`config.mk`:
```
export PLATFORM = sky130hd
export DESIGN_NAME = fgks_cfg
export DESIGN_NICKNAME = d
export VERILOG_FILES = /design/src/rtl/fgks_pkg.sv /design/src/rtl/fgks_cfg.sv
export SDC_FILE = /design/constraint.sdc
export NUM_CORES = 1
export LEC_CHECK = 0
export ABC_CLOCK_PERIOD_IN_PS = 1250
export BUFFER_PORTS_ARGS = -buffer_cell sky130_fd_sc_hd__clkbuf_2
export CORE_MARGIN = 2
export CORE_UTILIZATION = 38
export DETAILED_ROUTE_END_ITERATION = 8
export PLACE_DENSITY = 0.7
export REMOVE_ABC_BUFFERS = 1
export SYNTH_ARGS = -nofsm -noshare
export SYNTH_HDL_FRONTEND = slang
export SYNTH_SLANG_ARGS = --single-unit
```
`constraint.sdc`:
```
create_clock -name clk -period 1.25 [get_ports clk]
set_input_delay 0.1875 -clock clk [delete_from_list [all_inputs] [get_ports clk]]
set_output_delay 0.1875 -clock clk [all_outputs]
set_load 0.005 [all_outputs]
```
`src/rtl/fgks_pkg.sv`:
```
// Shared types and constants for the functional-graph k-th successor block.
`timescale 1ns / 1ps

package fgks_pkg;

    // Fixed field widths
    localparam int NODE_W   = 10;
    localparam int LABEL_W  = 32;
    localparam int NCOUNT_W = 11;
    localparam int STEP_W   = 60;
    localparam int APB_AW   = 4;
    localparam int APB_DW   = 64;

    // Item action codes
    localparam logic ACT_WRITE = 1'b0;

    // Register select (address bit 3)
    localparam logic REG_NODE_COUNT = 1'b0;
    localparam logic REG_STEP_COUNT = 1'b1;

    // Lift memory read address sources
    localparam logic [1:0] SEL_RB_SELF = 2'd0;
    localparam logic [1:0] SEL_RB_NEXT = 2'd1;
    localparam logic [1:0] SEL_WALK    = 2'd2;

    typedef struct packed {
        logic               action;
        logic [NODE_W-1:0]  node_index;
        logic [NODE_W-1:0]  successor;
        logic [LABEL_W-1:0] label_value;
    } req_t;

    typedef struct packed {
        logic [LABEL_W-1:0] end_label;
        logic [NODE_W-1:0]  end_node;
        logic               bad_index;
    } rsp_t;

    // Controller to datapath commands
    typedef struct packed {
        logic       item_wr;
        logic       load_start;
        logic       rb_init;
        logic       tmp_load;
        logic       rb_wr;
        logic       wk_init;
        logic       wk_cap;
        logic       lvl_inc;
        logic       lift_rd;
        logic [1:0] lift_sel;
        logic       label_rd;
        logic       out_load;
    } cmd_t;

    // Datapath to controller status
    typedef struct packed {
        logic idx_ok;
        logic cur_ok;
        logic step_bit;
        logic lvl_end;
        logic u_last;
        logic t_last;
        logic rsp_full;
    } sts_t;

endpackage

```
`src/rtl/fgks_cfg.sv`:
```
// APB register file holding node_count and step_count.
`timescale 1ns / 1ps

module fgks_cfg #(
    parameter int MAX_NODES = 1024
) (
    input  logic                                 clk,
    input  logic                                 rst_n,
    input  logic                                 psel,
    input  logic                                 penable,
    input  logic                                 pwrite,
    input  logic [fgks_pkg::APB_AW-1:0]          paddr,
    input  logic [fgks_pkg::APB_DW-1:0]          pwdata,
    output logic [fgks_pkg::APB_DW-1:0]          prdata,
    output logic                                 pready,
    output logic [$clog2(MAX_NODES+1)-1:0]       eff_count,
    output logic [fgks_pkg::STEP_W-1:0]          step_count,
    output logic                                 cnt_wr
);

    localparam int NCW = $clog2(MAX_NODES + 1);
    localparam int CW  = (NCW > fgks_pkg::NCOUNT_W) ? NCW : fgks_pkg::NCOUNT_W;

    logic [fgks_pkg::NCOUNT_W-1:0] node_count_reg;
    logic [fgks_pkg::NCOUNT_W-1:0] node_count_next;
    logic [NCW-1:0]                eff_count_reg;
    logic [NCW-1:0]                eff_count_next;
    logic [fgks_pkg::STEP_W-1:0]   step_count_reg;
    logic [fgks_pkg::STEP_W-1:0]   step_count_next;
    logic                          wr_en;
    logic [fgks_pkg::NCOUNT_W-1:0] wr_count;

    assign wr_en    = psel & penable & pwrite;
    assign wr_count = pwdata[fgks_pkg::NCOUNT_W-1:0];
    assign pready   = 1'b1;

    // Decode writes; saturate the effective count at the table size
    always_comb
    begin
        node_count_next = node_count_reg;
        eff_count_next  = eff_count_reg;
        step_count_next = step_count_reg;
        cnt_wr          = 1'b0;
        if (wr_en)
        begin
            case (paddr[3])
                fgks_pkg::REG_NODE_COUNT:
                begin
                    node_count_next = wr_count;
                    cnt_wr          = 1'b1;
                    if (CW'(wr_count) > CW'(MAX_NODES))
                        eff_count_next = NCW'(MAX_NODES);
                    else
                        eff_count_next = NCW'(wr_count);
                end
                fgks_pkg::REG_STEP_COUNT:
                    step_count_next = pwdata[fgks_pkg::STEP_W-1:0];
                default: ;
            endcase
        end
    end

    always_ff @(posedge clk or negedge rst_n)
    begin
        if (!rst_n)
        begin
            node_count_reg <= fgks_pkg::NCOUNT_W'(1);
            eff_count_reg  <= NCW'(1);
            step_count_reg <= '0;
        end
        else
        begin
            node_count_reg <= node_count_next;
            eff_count_reg  <= eff_count_next;
            step_count_reg <= step_count_next;
        end
    end

    // Read back
    always_comb
    begin
        case (paddr[3])
            fgks_pkg::REG_NODE_COUNT: prdata = fgks_pkg::APB_DW'(node_count_reg);
            fgks_pkg::REG_STEP_COUNT: prdata = fgks_pkg::APB_DW'(step_count_reg);
            default:                  prdata = '0;
        endcase
    end

    assign eff_count  = eff_count_reg;
    assign step_count = step_count_reg;

endmodule

```
==> results_dict.tcl <==
set metrics [dict create \
    syn_inst 260 \
    fin_crit_sh 1.05 \
    path_buf_inv 1 \
    dr.pass1.iters 4 \
    syn_area_per_cell_um2 14.4 \
    slowest_stage "dfrtp_1" \
    status "finished, violations left" \
    cts-buffers-inserted 9 \
    largest_reg_flops 60 \
    vdd_drop_max_uv 709 \
    clk_latency_ns 0.34 \
    maxCapViolations 0 \
    ios 210 \
    fin_skew_ns 0 \
    initial_core_util 0.387 \
    fin_nets 555 \
    post_synth_num_cell_types 15 \
    clock-sinks 82 \
    mostFrequentLayoutCells "194 x clkbuf_2, 80 x dfrtp_1, 66 x mux2_2" \
    setup_ws_ns -0.0570 \
    power_frac_comb 0.288 \
    totalPowerFinal_w 0.00802 \
    dieArea_mm2 0.0107 \
    synth_seq_area_share 0.548 \
    power_density_mw_per_mm2 1510 \
    layout_commonest_cell "clkbuf_2" \
    cp-end-kind "output port" \
    cts.path.max_buffers 2 \
    layout-drive-gt1-share 0.698 \
    yosysWarningCount 0 \
    grt_max_degree 40 \
    grt_pass1_vias 2632 \
    cts_root_buf "clkbuf_8" \
    synth_area_mm2 0.00375 \
    hold_viol_final 0 \
    drt_iter0_markers 61 \
    grt_usage 0.156 \
    grt_pass1_wl_um 12700 \
    internal_power_w 0.00590 \
    hp-class "in -> reg" \
    grt_setup_unrepaired "true" \
    pwr-share-clk 0.262 \
    htree_levels 3 \
    max_stage_delay_ns 0.40 \
    portBuffers 197 \
    hpwl_um 6420 \
    ys_ff_latch 82 \
    p_sw_frac 0.264 \
    die_h_um 103 \
    drv_slew 0 \
    setup_violations 12 \
    placed_cell_area_mm2 0.00491 \
    period_needed_ns 1.31 \
    whs_ns 0.0537 \
    fillCellCount 837 \
    gr-total-overflow 0 \
    worstSetupPathType "reg -> out" \
    fmax_ghz 0.765 \
    power.switching_w 0.00212 \
    p_leak_nw 2.85 \
    vias 2801 \
    critPathTopFamily "flip-flops" \
    wirelength_um 8750 \
    die_w_um 103 \
    cp_max_fo 2 \
    wl_per_cell_um 14.1 \
    antenna_found_initial 0 \
    stdcell_area_mm2 0.00533 \
    core_area_mm2 0.00968 \
    cp-start-kind "flop" \
    cp.required_ns 1.06 \
    area_delta_synth_final_pct 42.0 \
    violations "negative setup slack" \
    vias_per_cell 4.52 \
    path_cells "mux2_4 > clkbuf_2" \
    critPathArrivalTime_ns 1.12 \
    gp_congestion 0.728 \
    n_antenna_cell 0 \
    final_antenna_net_count 0 \
    fp-row-count 36 \
    cts_tree "built" \
    clkTransAtPathRegs_ns 0.08 \
    remaining_drc_errors 0 \
    seq_power_share 0.450 \
]
through the flow:
| step | util | worst slack (ns) | setup TNS [ns] | instances |
|---|---|---|---|---|
| 2_1_floorplan | - | -0.214 | -10.63 | 242 |
| 3_3_place_gp | 0.507 | -0.0482 | -0.621 | 583 |
| 3_5_place_dp | 0.507 | -0.0761 | -1.38 | 583 |
| 4_1_cts | 0.542 | -0.0810 | -0.706 | 613 |
| 5_1_grt | 0.550 | -0.104 | -1.15 | 620 |
| 6_report | 0.550 | -0.0570 | -0.508 | 620 |
cells in the mapped netlist (all sizes together):
cell type,number,share of area
nor2b,10,0.017
buf,15,0.035
and2,49,0.082
clkbuf,6,0.0060
mux2,93,0.30
dfrtp,80,0.53
inv,1,0.0010
nand4b,1,0.0063
dfstp,2,0.014
nand4,1,0.0057
conb,2,0.0020
layer usage:
metal  vias to the layer above  track usage  wire length, µm  part of all wire
li1                       1307            -                -                 -
met1                      1359        0.190             3630              0.42
met2                       123        0.271             4430              0.51
met3                        12       0.0370              581             0.066
met4                         0       0.0557              104             0.012
met5                         -            0                0                 0
power by group through the flow:
stage | clock network (W) | registers (W) | logic (W)
after floorplan | 0 | 0.00363 | 0.000901
after global placement | 0 | 0.00364 | 0.00203
after detailed placement | 0 | 0.00368 | 0.00207
after CTS | 0.00218 | 0.00361 | 0.00224
after global routing | 0.00231 | 0.00368 | 0.00256
final | 0.00210 | 0.00361 | 0.00231
layout make-up:
type | count | area [µm²] | share of cell area
multi-input cells | 159 | 1580 | 0.296
clock inverters | 4 | 76.3 | 0.0143
flip-flops and latches | 82 | 2050 | 0.386
repair buffers | 229 | 1300 | 0.245
clock buffers | 12 | 145 | 0.0272
well taps | 133 | 166 | 0.0312
inverters | 1 | 3.75 | 0.000705
timing repair:
| action | in CTS | in global routing |
|---|---|---|
| buffers inserted | 13 | 7 |
| endpoints found under the setup margin | 14 | 29 |
| gates resized for setup | 2 | 9 |
| gates cloned | 0 | 0 |
| pin swaps | 0 | 13 |
| endpoints found under the hold margin | 21 | 0 |
| hold buffers | 1 | 0 |
kinds of logic after synthesis:
logic type,share of synthesized area
mux,0.298
flops,0.548
simple gates,0.110
buf+inv,0.0417
other cells,0.00200
final timing paths:
check | slack [ns] | end | depth (start not counted) | from
worst max-delay path | -0.06 | prdata[8] | 2 | node_count_reg[8]$_DFFE_PN0P_
worst min-delay path | 0.05 | step_count[18]$_DFFE_PN0P_ | 2 | pwdata[18]
worst max register to register | 0.24 | step_count[2]$_DFFE_PN0P_ | 3 | step_count[2]$_DFFE_PN0P_
worst min register to register | 0.51 | eff_count[10]$_DFFE_PN0P_ | 1 | eff_count[10]$_DFFE_PN0P_
max in group asynchronous | 0.44 | step_count[35]$_DFFE_PN0P_ | 3 | rst_n
min in group asynchronous | 0.28 | step_count[54]$_DFFE_PN0P_ | 2 | rst_n
(Power assumes the default switching activity.)
