--- src/rtl/fgks_pkg.sv ---
// Shared types and constants for the functional-graph k-th successor block.
`timescale 1ns / 1ps

package fgks_pkg;

    // Fixed field widths
    localparam int NODE_W   = 10;
    localparam int LABEL_W  = 32;
    localparam int NCOUNT_W = 11;
    localparam int STEP_W   = 60;
    localparam int APB_AW   = 4;
    localparam int APB_DW   = 64;

    // Item action codes
    localparam logic ACT_WRITE = 1'b0;

    // Register select (address bit 3)
    localparam logic REG_NODE_COUNT = 1'b0;
    localparam logic REG_STEP_COUNT = 1'b1;

    // Lift memory read address sources
    localparam logic [1:0] SEL_RB_SELF = 2'd0;
    localparam logic [1:0] SEL_RB_NEXT = 2'd1;
    localparam logic [1:0] SEL_WALK    = 2'd2;

    typedef struct packed {
        logic               action;
        logic [NODE_W-1:0]  node_index;
        logic [NODE_W-1:0]  successor;
        logic [LABEL_W-1:0] label_value;
    } req_t;

    typedef struct packed {
        logic [LABEL_W-1:0] end_label;
        logic [NODE_W-1:0]  end_node;
        logic               bad_index;
    } rsp_t;

    // Controller to datapath commands
    typedef struct packed {
        logic       item_wr;
        logic       load_start;
        logic       rb_init;
        logic       tmp_load;
        logic       rb_wr;
        logic       wk_init;
        logic       wk_cap;
        logic       lvl_inc;
        logic       lift_rd;
        logic [1:0] lift_sel;
        logic       label_rd;
        logic       out_load;
    } cmd_t;

    // Datapath to controller status
    typedef struct packed {
        logic idx_ok;
        logic cur_ok;
        logic step_bit;
        logic lvl_end;
        logic u_last;
        logic t_last;
        logic rsp_full;
    } sts_t;

endpackage

--- src/rtl/fgks_ctrl.sv ---
// Controller: sequences writes, table rebuild, the lifting walk and the result.
`timescale 1ns / 1ps

module fgks_ctrl #(
    parameter int LEVELS = 60
) (
    input  logic           clk,
    input  logic           rst_n,
    input  logic           req_valid,
    input  logic           req_action,
    output logic           req_ready,
    input  logic           rsp_ready,
    input  logic           cnt_wr,
    input  fgks_pkg::sts_t sts,
    output fgks_pkg::cmd_t cmd
);

    localparam logic [3:0] ST_IDLE   = 4'd0;
    localparam logic [3:0] ST_START  = 4'd1;
    localparam logic [3:0] ST_RB_A   = 4'd2;
    localparam logic [3:0] ST_RB_B   = 4'd3;
    localparam logic [3:0] ST_RB_C   = 4'd4;
    localparam logic [3:0] ST_WALK   = 4'd5;
    localparam logic [3:0] ST_WK_CAP = 4'd6;
    localparam logic [3:0] ST_LABEL  = 4'd7;
    localparam logic [3:0] ST_FIN    = 4'd8;

    logic [3:0] state_reg, state_next;
    logic       fresh_reg, fresh_next;

    assign req_ready = state_reg == ST_IDLE;

    always_comb
    begin
        state_next = state_reg;
        fresh_next = fresh_reg;
        cmd        = '0;
        cmd.lift_sel = fgks_pkg::SEL_WALK;
        case (state_reg)
            // Take a beat: store a node entry, or start a query
            ST_IDLE:
            begin
                if (req_valid)
                begin
                    if (req_action == fgks_pkg::ACT_WRITE)
                    begin
                        if (sts.idx_ok)
                        begin
                            cmd.item_wr = 1'b1;
                            fresh_next  = 1'b0;
                        end
                    end
                    else
                    begin
                        cmd.load_start = 1'b1;
                        state_next     = ST_START;
                    end
                end
            end
            // Bad start goes straight out; stale table is rebuilt first
            ST_START:
            begin
                if (!sts.cur_ok)
                    state_next = ST_FIN;
                else if (LEVELS > 1 && !fresh_reg)
                begin
                    cmd.rb_init = 1'b1;
                    state_next  = ST_RB_A;
                end
                else
                begin
                    fresh_next  = 1'b1;
                    cmd.wk_init = 1'b1;
                    state_next  = ST_WALK;
                end
            end
            // Rebuild: read v = up[t-1][u]
            ST_RB_A:
            begin
                cmd.lift_rd  = 1'b1;
                cmd.lift_sel = fgks_pkg::SEL_RB_SELF;
                state_next   = ST_RB_B;
            end
            // Rebuild: hold v, read up[t-1][v]
            ST_RB_B:
            begin
                cmd.lift_rd  = 1'b1;
                cmd.lift_sel = fgks_pkg::SEL_RB_NEXT;
                cmd.tmp_load = 1'b1;
                state_next   = ST_RB_C;
            end
            // Rebuild: write up[t][u], advance node then level
            ST_RB_C:
            begin
                cmd.rb_wr = 1'b1;
                if (sts.u_last && sts.t_last)
                begin
                    fresh_next  = 1'b1;
                    cmd.wk_init = 1'b1;
                    state_next  = ST_WALK;
                end
                else
                    state_next = ST_RB_A;
            end
            // Walk: follow one level per set step bit
            ST_WALK:
            begin
                if (sts.lvl_end)
                    state_next = ST_LABEL;
                else if (sts.step_bit && sts.cur_ok)
                begin
                    cmd.lift_rd = 1'b1;
                    state_next  = ST_WK_CAP;
                end
                else
                    cmd.lvl_inc = 1'b1;
            end
            ST_WK_CAP:
            begin
                cmd.wk_cap  = 1'b1;
                cmd.lvl_inc = 1'b1;
                state_next  = ST_WALK;
            end
            ST_LABEL:
            begin
                cmd.label_rd = 1'b1;
                state_next   = ST_FIN;
            end
            // Hand the result to the output register once it has room
            ST_FIN:
            begin
                if (!sts.rsp_full || rsp_ready)
                begin
                    cmd.out_load = 1'b1;
                    state_next   = ST_IDLE;
                end
            end
            default:
                state_next = ST_IDLE;
        endcase
        if (cnt_wr)
            fresh_next = 1'b0;
    end

    always_ff @(posedge clk or negedge rst_n)
    begin
        if (!rst_n)
        begin
            state_reg <= ST_IDLE;
            fresh_reg <= 1'b0;
        end
        else
        begin
            state_reg <= state_next;
            fresh_reg <= fresh_next;
        end
    end

endmodule

--- config.mk ---
export PLATFORM = sky130hd
export DESIGN_NAME = fgks_ctrl
export DESIGN_NICKNAME = d
export VERILOG_FILES = /design/src/rtl/fgks_pkg.sv /design/src/rtl/fgks_ctrl.sv
export SDC_FILE = /design/constraint.sdc
export NUM_CORES = 1
export LEC_CHECK = 0
export ABC_AREA = 1
export BUFFER_PORTS_ARGS = -buffer_cell sky130_fd_sc_hd__buf_2
export CAP_MARGIN = 20
export CELL_PAD_IN_SITES_DETAIL_PLACEMENT = 0
export CELL_PAD_IN_SITES_GLOBAL_PLACEMENT = 2
export CORE_MARGIN = 4
export CORE_UTILIZATION = 20
export DETAILED_ROUTE_END_ITERATION = 16
export PLACE_DENSITY_LB_ADDON = 0.1
export SETUP_SLACK_MARGIN = 0.2
export SYNTH_ARGS = -nofsm -noshare
export SYNTH_HDL_FRONTEND = slang
export SYNTH_SLANG_ARGS = --single-unit
--- constraint.sdc ---
create_clock -name clk -period 3.4 [get_ports clk]
set_clock_uncertainty 0.1 [all_clocks]
set_input_delay 0.34 -clock clk [delete_from_list [all_inputs] [get_ports clk]]
set_output_delay 0.34 -clock clk [all_outputs]
set_load 0.005 [all_outputs]
==> metrics.md <==
| Metric | Value |
|---|---|
| Max Cap Viol | 0 |
| Wire length per cell | approximately 11 um |
| Area leader, netlist | dfrtp_1 |
| # diodes | 0 |
| Final worst-path cycle share | between 50% and 60% |
| RR Startpoint | state_reg[3] |
| DP HPWL | approximately 1300 um |
| Synthesized area per cell | between 5 and 6 um2 |
| Final hold viol count | 0 |
| Commonest non-fill, non-tap cell in the layout | buf_2 |
| Share of the yosys chip area belonging to registers | between 20 and 30% |
| Core area | 2210 um2 |
| Vias in the first global route | just under 600 |
| GRT overflow | 0 |
| Synth-to-Final Area Change | 41.8% |
| First-pass GRT wire length | around 2500 um |
| Reg2Reg Setup Slack | 1.96 ns |
| Synthesized area | 464 um2 |
| Hold Path Depth | 2 |
| Slowest CP cell | dfrtp_1 |
| Fmax | between 500 and 600 MHz |
| Routed WL | approximately 1500 um |
| CTS Sinks | 5 |
| Syn_nets | 91 |
| # IOs | 27 |
| Die Width | between 50 and 60 um |
| CP endpoint kind | output pin |
| GPL Wtd Cong | 0.699 |
| Worst slew margin relative to its limit | a little under 80% |
| Worst Tran Pin Value | 0.333 ns |
| RSZ-0062 raised after global routing | false |
| Maximum vdd ir drop | 0.206 mV |
| Final setup violation count | 0 |
| Antenna violations before repair | 0 |
| Drt pass-1 iters | 4 |
| Residual DRC count | 0 |
| Synth Register Bits | 5 |
| Via count | between 500 and 600 |
| Worst EP arrival | about 1.4 ns |
| Status | finished, final reports clean |
| CTS tree | built |
| Via-to-Cell Ratio | roughly 4.2 |
| Post-Synthesis Cells | 78 |
| Final Critical Period | about 1.8 ns |
| Iter 0 DRT Violations | 7 |
| Final antenna-violating net count | 0 |
| Max FFs per register | 4 |
| Total track usage | between 10% and 20% |
| Reg clk slew, reported paths | about 0.05 ns |
| Worst flop-to-flop path endpoint | state_reg[0] |
| Post-cts sizing count | 0 |
| Root Buffer | clkbuf_4 |
| Highest-count cells in the layout ignoring fill and taps | 26 x buf_2, 21 x nand2_1, 11 x nor2_1 |
| Main area contributors after synthesis | dfrtp_1 27%, nand2_1 17%, nor2_1 8.9% |
| Die ar. | approximately 3200 um2 |
| CP required | a little under 3 ns |
| Worst hold path class | in -> reg |
| Yosys cell types | 17 |
| Htree depth | 1 |
| Nets | about 120 |
| Leakage power | approximately 0.4 nW |
| Critical Path Fanout Max | 8 |
| Hold Crit Start | cnt_wr |
| Num CTS Buffers | 3 |
| Post-synth top area share | between 20% and 30% |
| Die Ht | approximately 56 um |
| Worst-Skew Late Latency | approximately 0.25 ns |
| Power Total | 0.455 mW |
| Setup TNS | 0 ns |
| R2R cell count | 8 |
| Port Buffers | 26 |
| CP startpoint kind | flop |
| Critical path, cell by cell | nor2_2, inv_1, nor2_1, buf_2 |
| Synth warn | 0 |
| Fin. max-slew vios | 0 |
| Starting Density | between 20% and 30% |
| Layout cell share with drive strength beyond 1 | between 40% and 50% |
| Largest net degree at the start of global routing | 9 |
| Row count | 17 |
| Hold EP | fresh_reg |
| PD cells | about 690 nW/um2 |
| CP max stage delay | roughly 0.42 ns |
| Max Buffers Root-to-Sink | 2 |
| CP Class | reg -> out |
==> synthesized netlist by cell type <==
cell      count
nand2_1      21
nor2_1       11
inv_1         7
nand3_1       7
nor2_2        6
dfrtp_1       5
inv_2         5
nand2_2       4
a21oi_1       3
nor3_1        2
buf_4         1
nand3_2       1
nand3b_1      1
nand4_1       1
nor4_1        1
o21ai_0       1
o221ai_1      1
==> cell type report <==
class | instances | area, um2
clock buffer | 4 | 26.3
fill | 270 | 1550
inverter | 12 | 45.0
multi-input combinational | 60 | 287
sequential | 5 | 125
tap | 28 | 35.0
timing repair buffer | 27 | 140
==> critical path: cells and delay by family (launching register included) <==
family        cells  cell delay, ns
flops             1            0.42
simple gates      2            0.49
buf+inv           2            0.23
==> worst max-delay path by stage <==
stage | slack, ns | cells after the start | to | startpoint
6_report | 1.58 | 4 | cmd[2] | state_reg[3]
5_1_grt | 1.42 | 4 | cmd[9] | state_reg[3]
4_1_cts | 1.55 | 4 | cmd[2] | state_reg[3]
3_5_place_dp | 1.83 | 4 | cmd[9] | state_reg[3]
3_3_place_gp | 1.82 | 4 | cmd[9] | state_reg[2]
2_1_floorplan | 1.93 | 4 | cmd[9] | state_reg[3]
==> power breakdown <==
group / internal, mW / switching (mW)
logic: 0.101 / 0.174
clock network: 0.0447 / 0.0293
registers: 0.0791 / 0.0275
total: 0.225 / 0.231
==> metal layers <==
metal | wire length [um] | up-vias | track usage (%) | share of wire, %
li1 | - | 306 | - | -
met1 | 675 | 245 | 12.5 | 45
met2 | 699 | 18 | 16.9 | 46
met3 | 93 | 4 | 1.62 | 6.1
met4 | 47 | 0 | 9.15 | 3.1
met5 | 0 | - | 0 | 0
==> cell families (layout without fill, tap and decap cells) <==
family                 Yosys count  after routing  share of synthesized area (%)
DFF                              5              5                           27.0
AOI/OAI and AO/OA                5              5                           6.20
buffers and inverters           13             43                           11.3
and+or+nand+nor                 55             55                           55.5
==> per-stage QoR <==
step	setup slack, ns	std cells	hold slack, ns	cell area [um2]	util (%)
floorplan	1.93	78	-0.0556	464	-
global placement	1.82	131	0.0704	622	28.1
detailed placement	1.83	131	0.0700	622	28.1
CTS	1.55	136	0.130	658	29.8
global route	1.42	136	0.140	658	29.8
finish	1.58	136	0.139	658	29.8
==> timing repair <==
action                     4_1_cts  5_1_grt
hold buffers                     1        0
hold endpoints to repair         5        0
setup endpoints to repair        0        0
setup buffers                    0        0
Note: power is estimated with default switching activity, not from simulation.
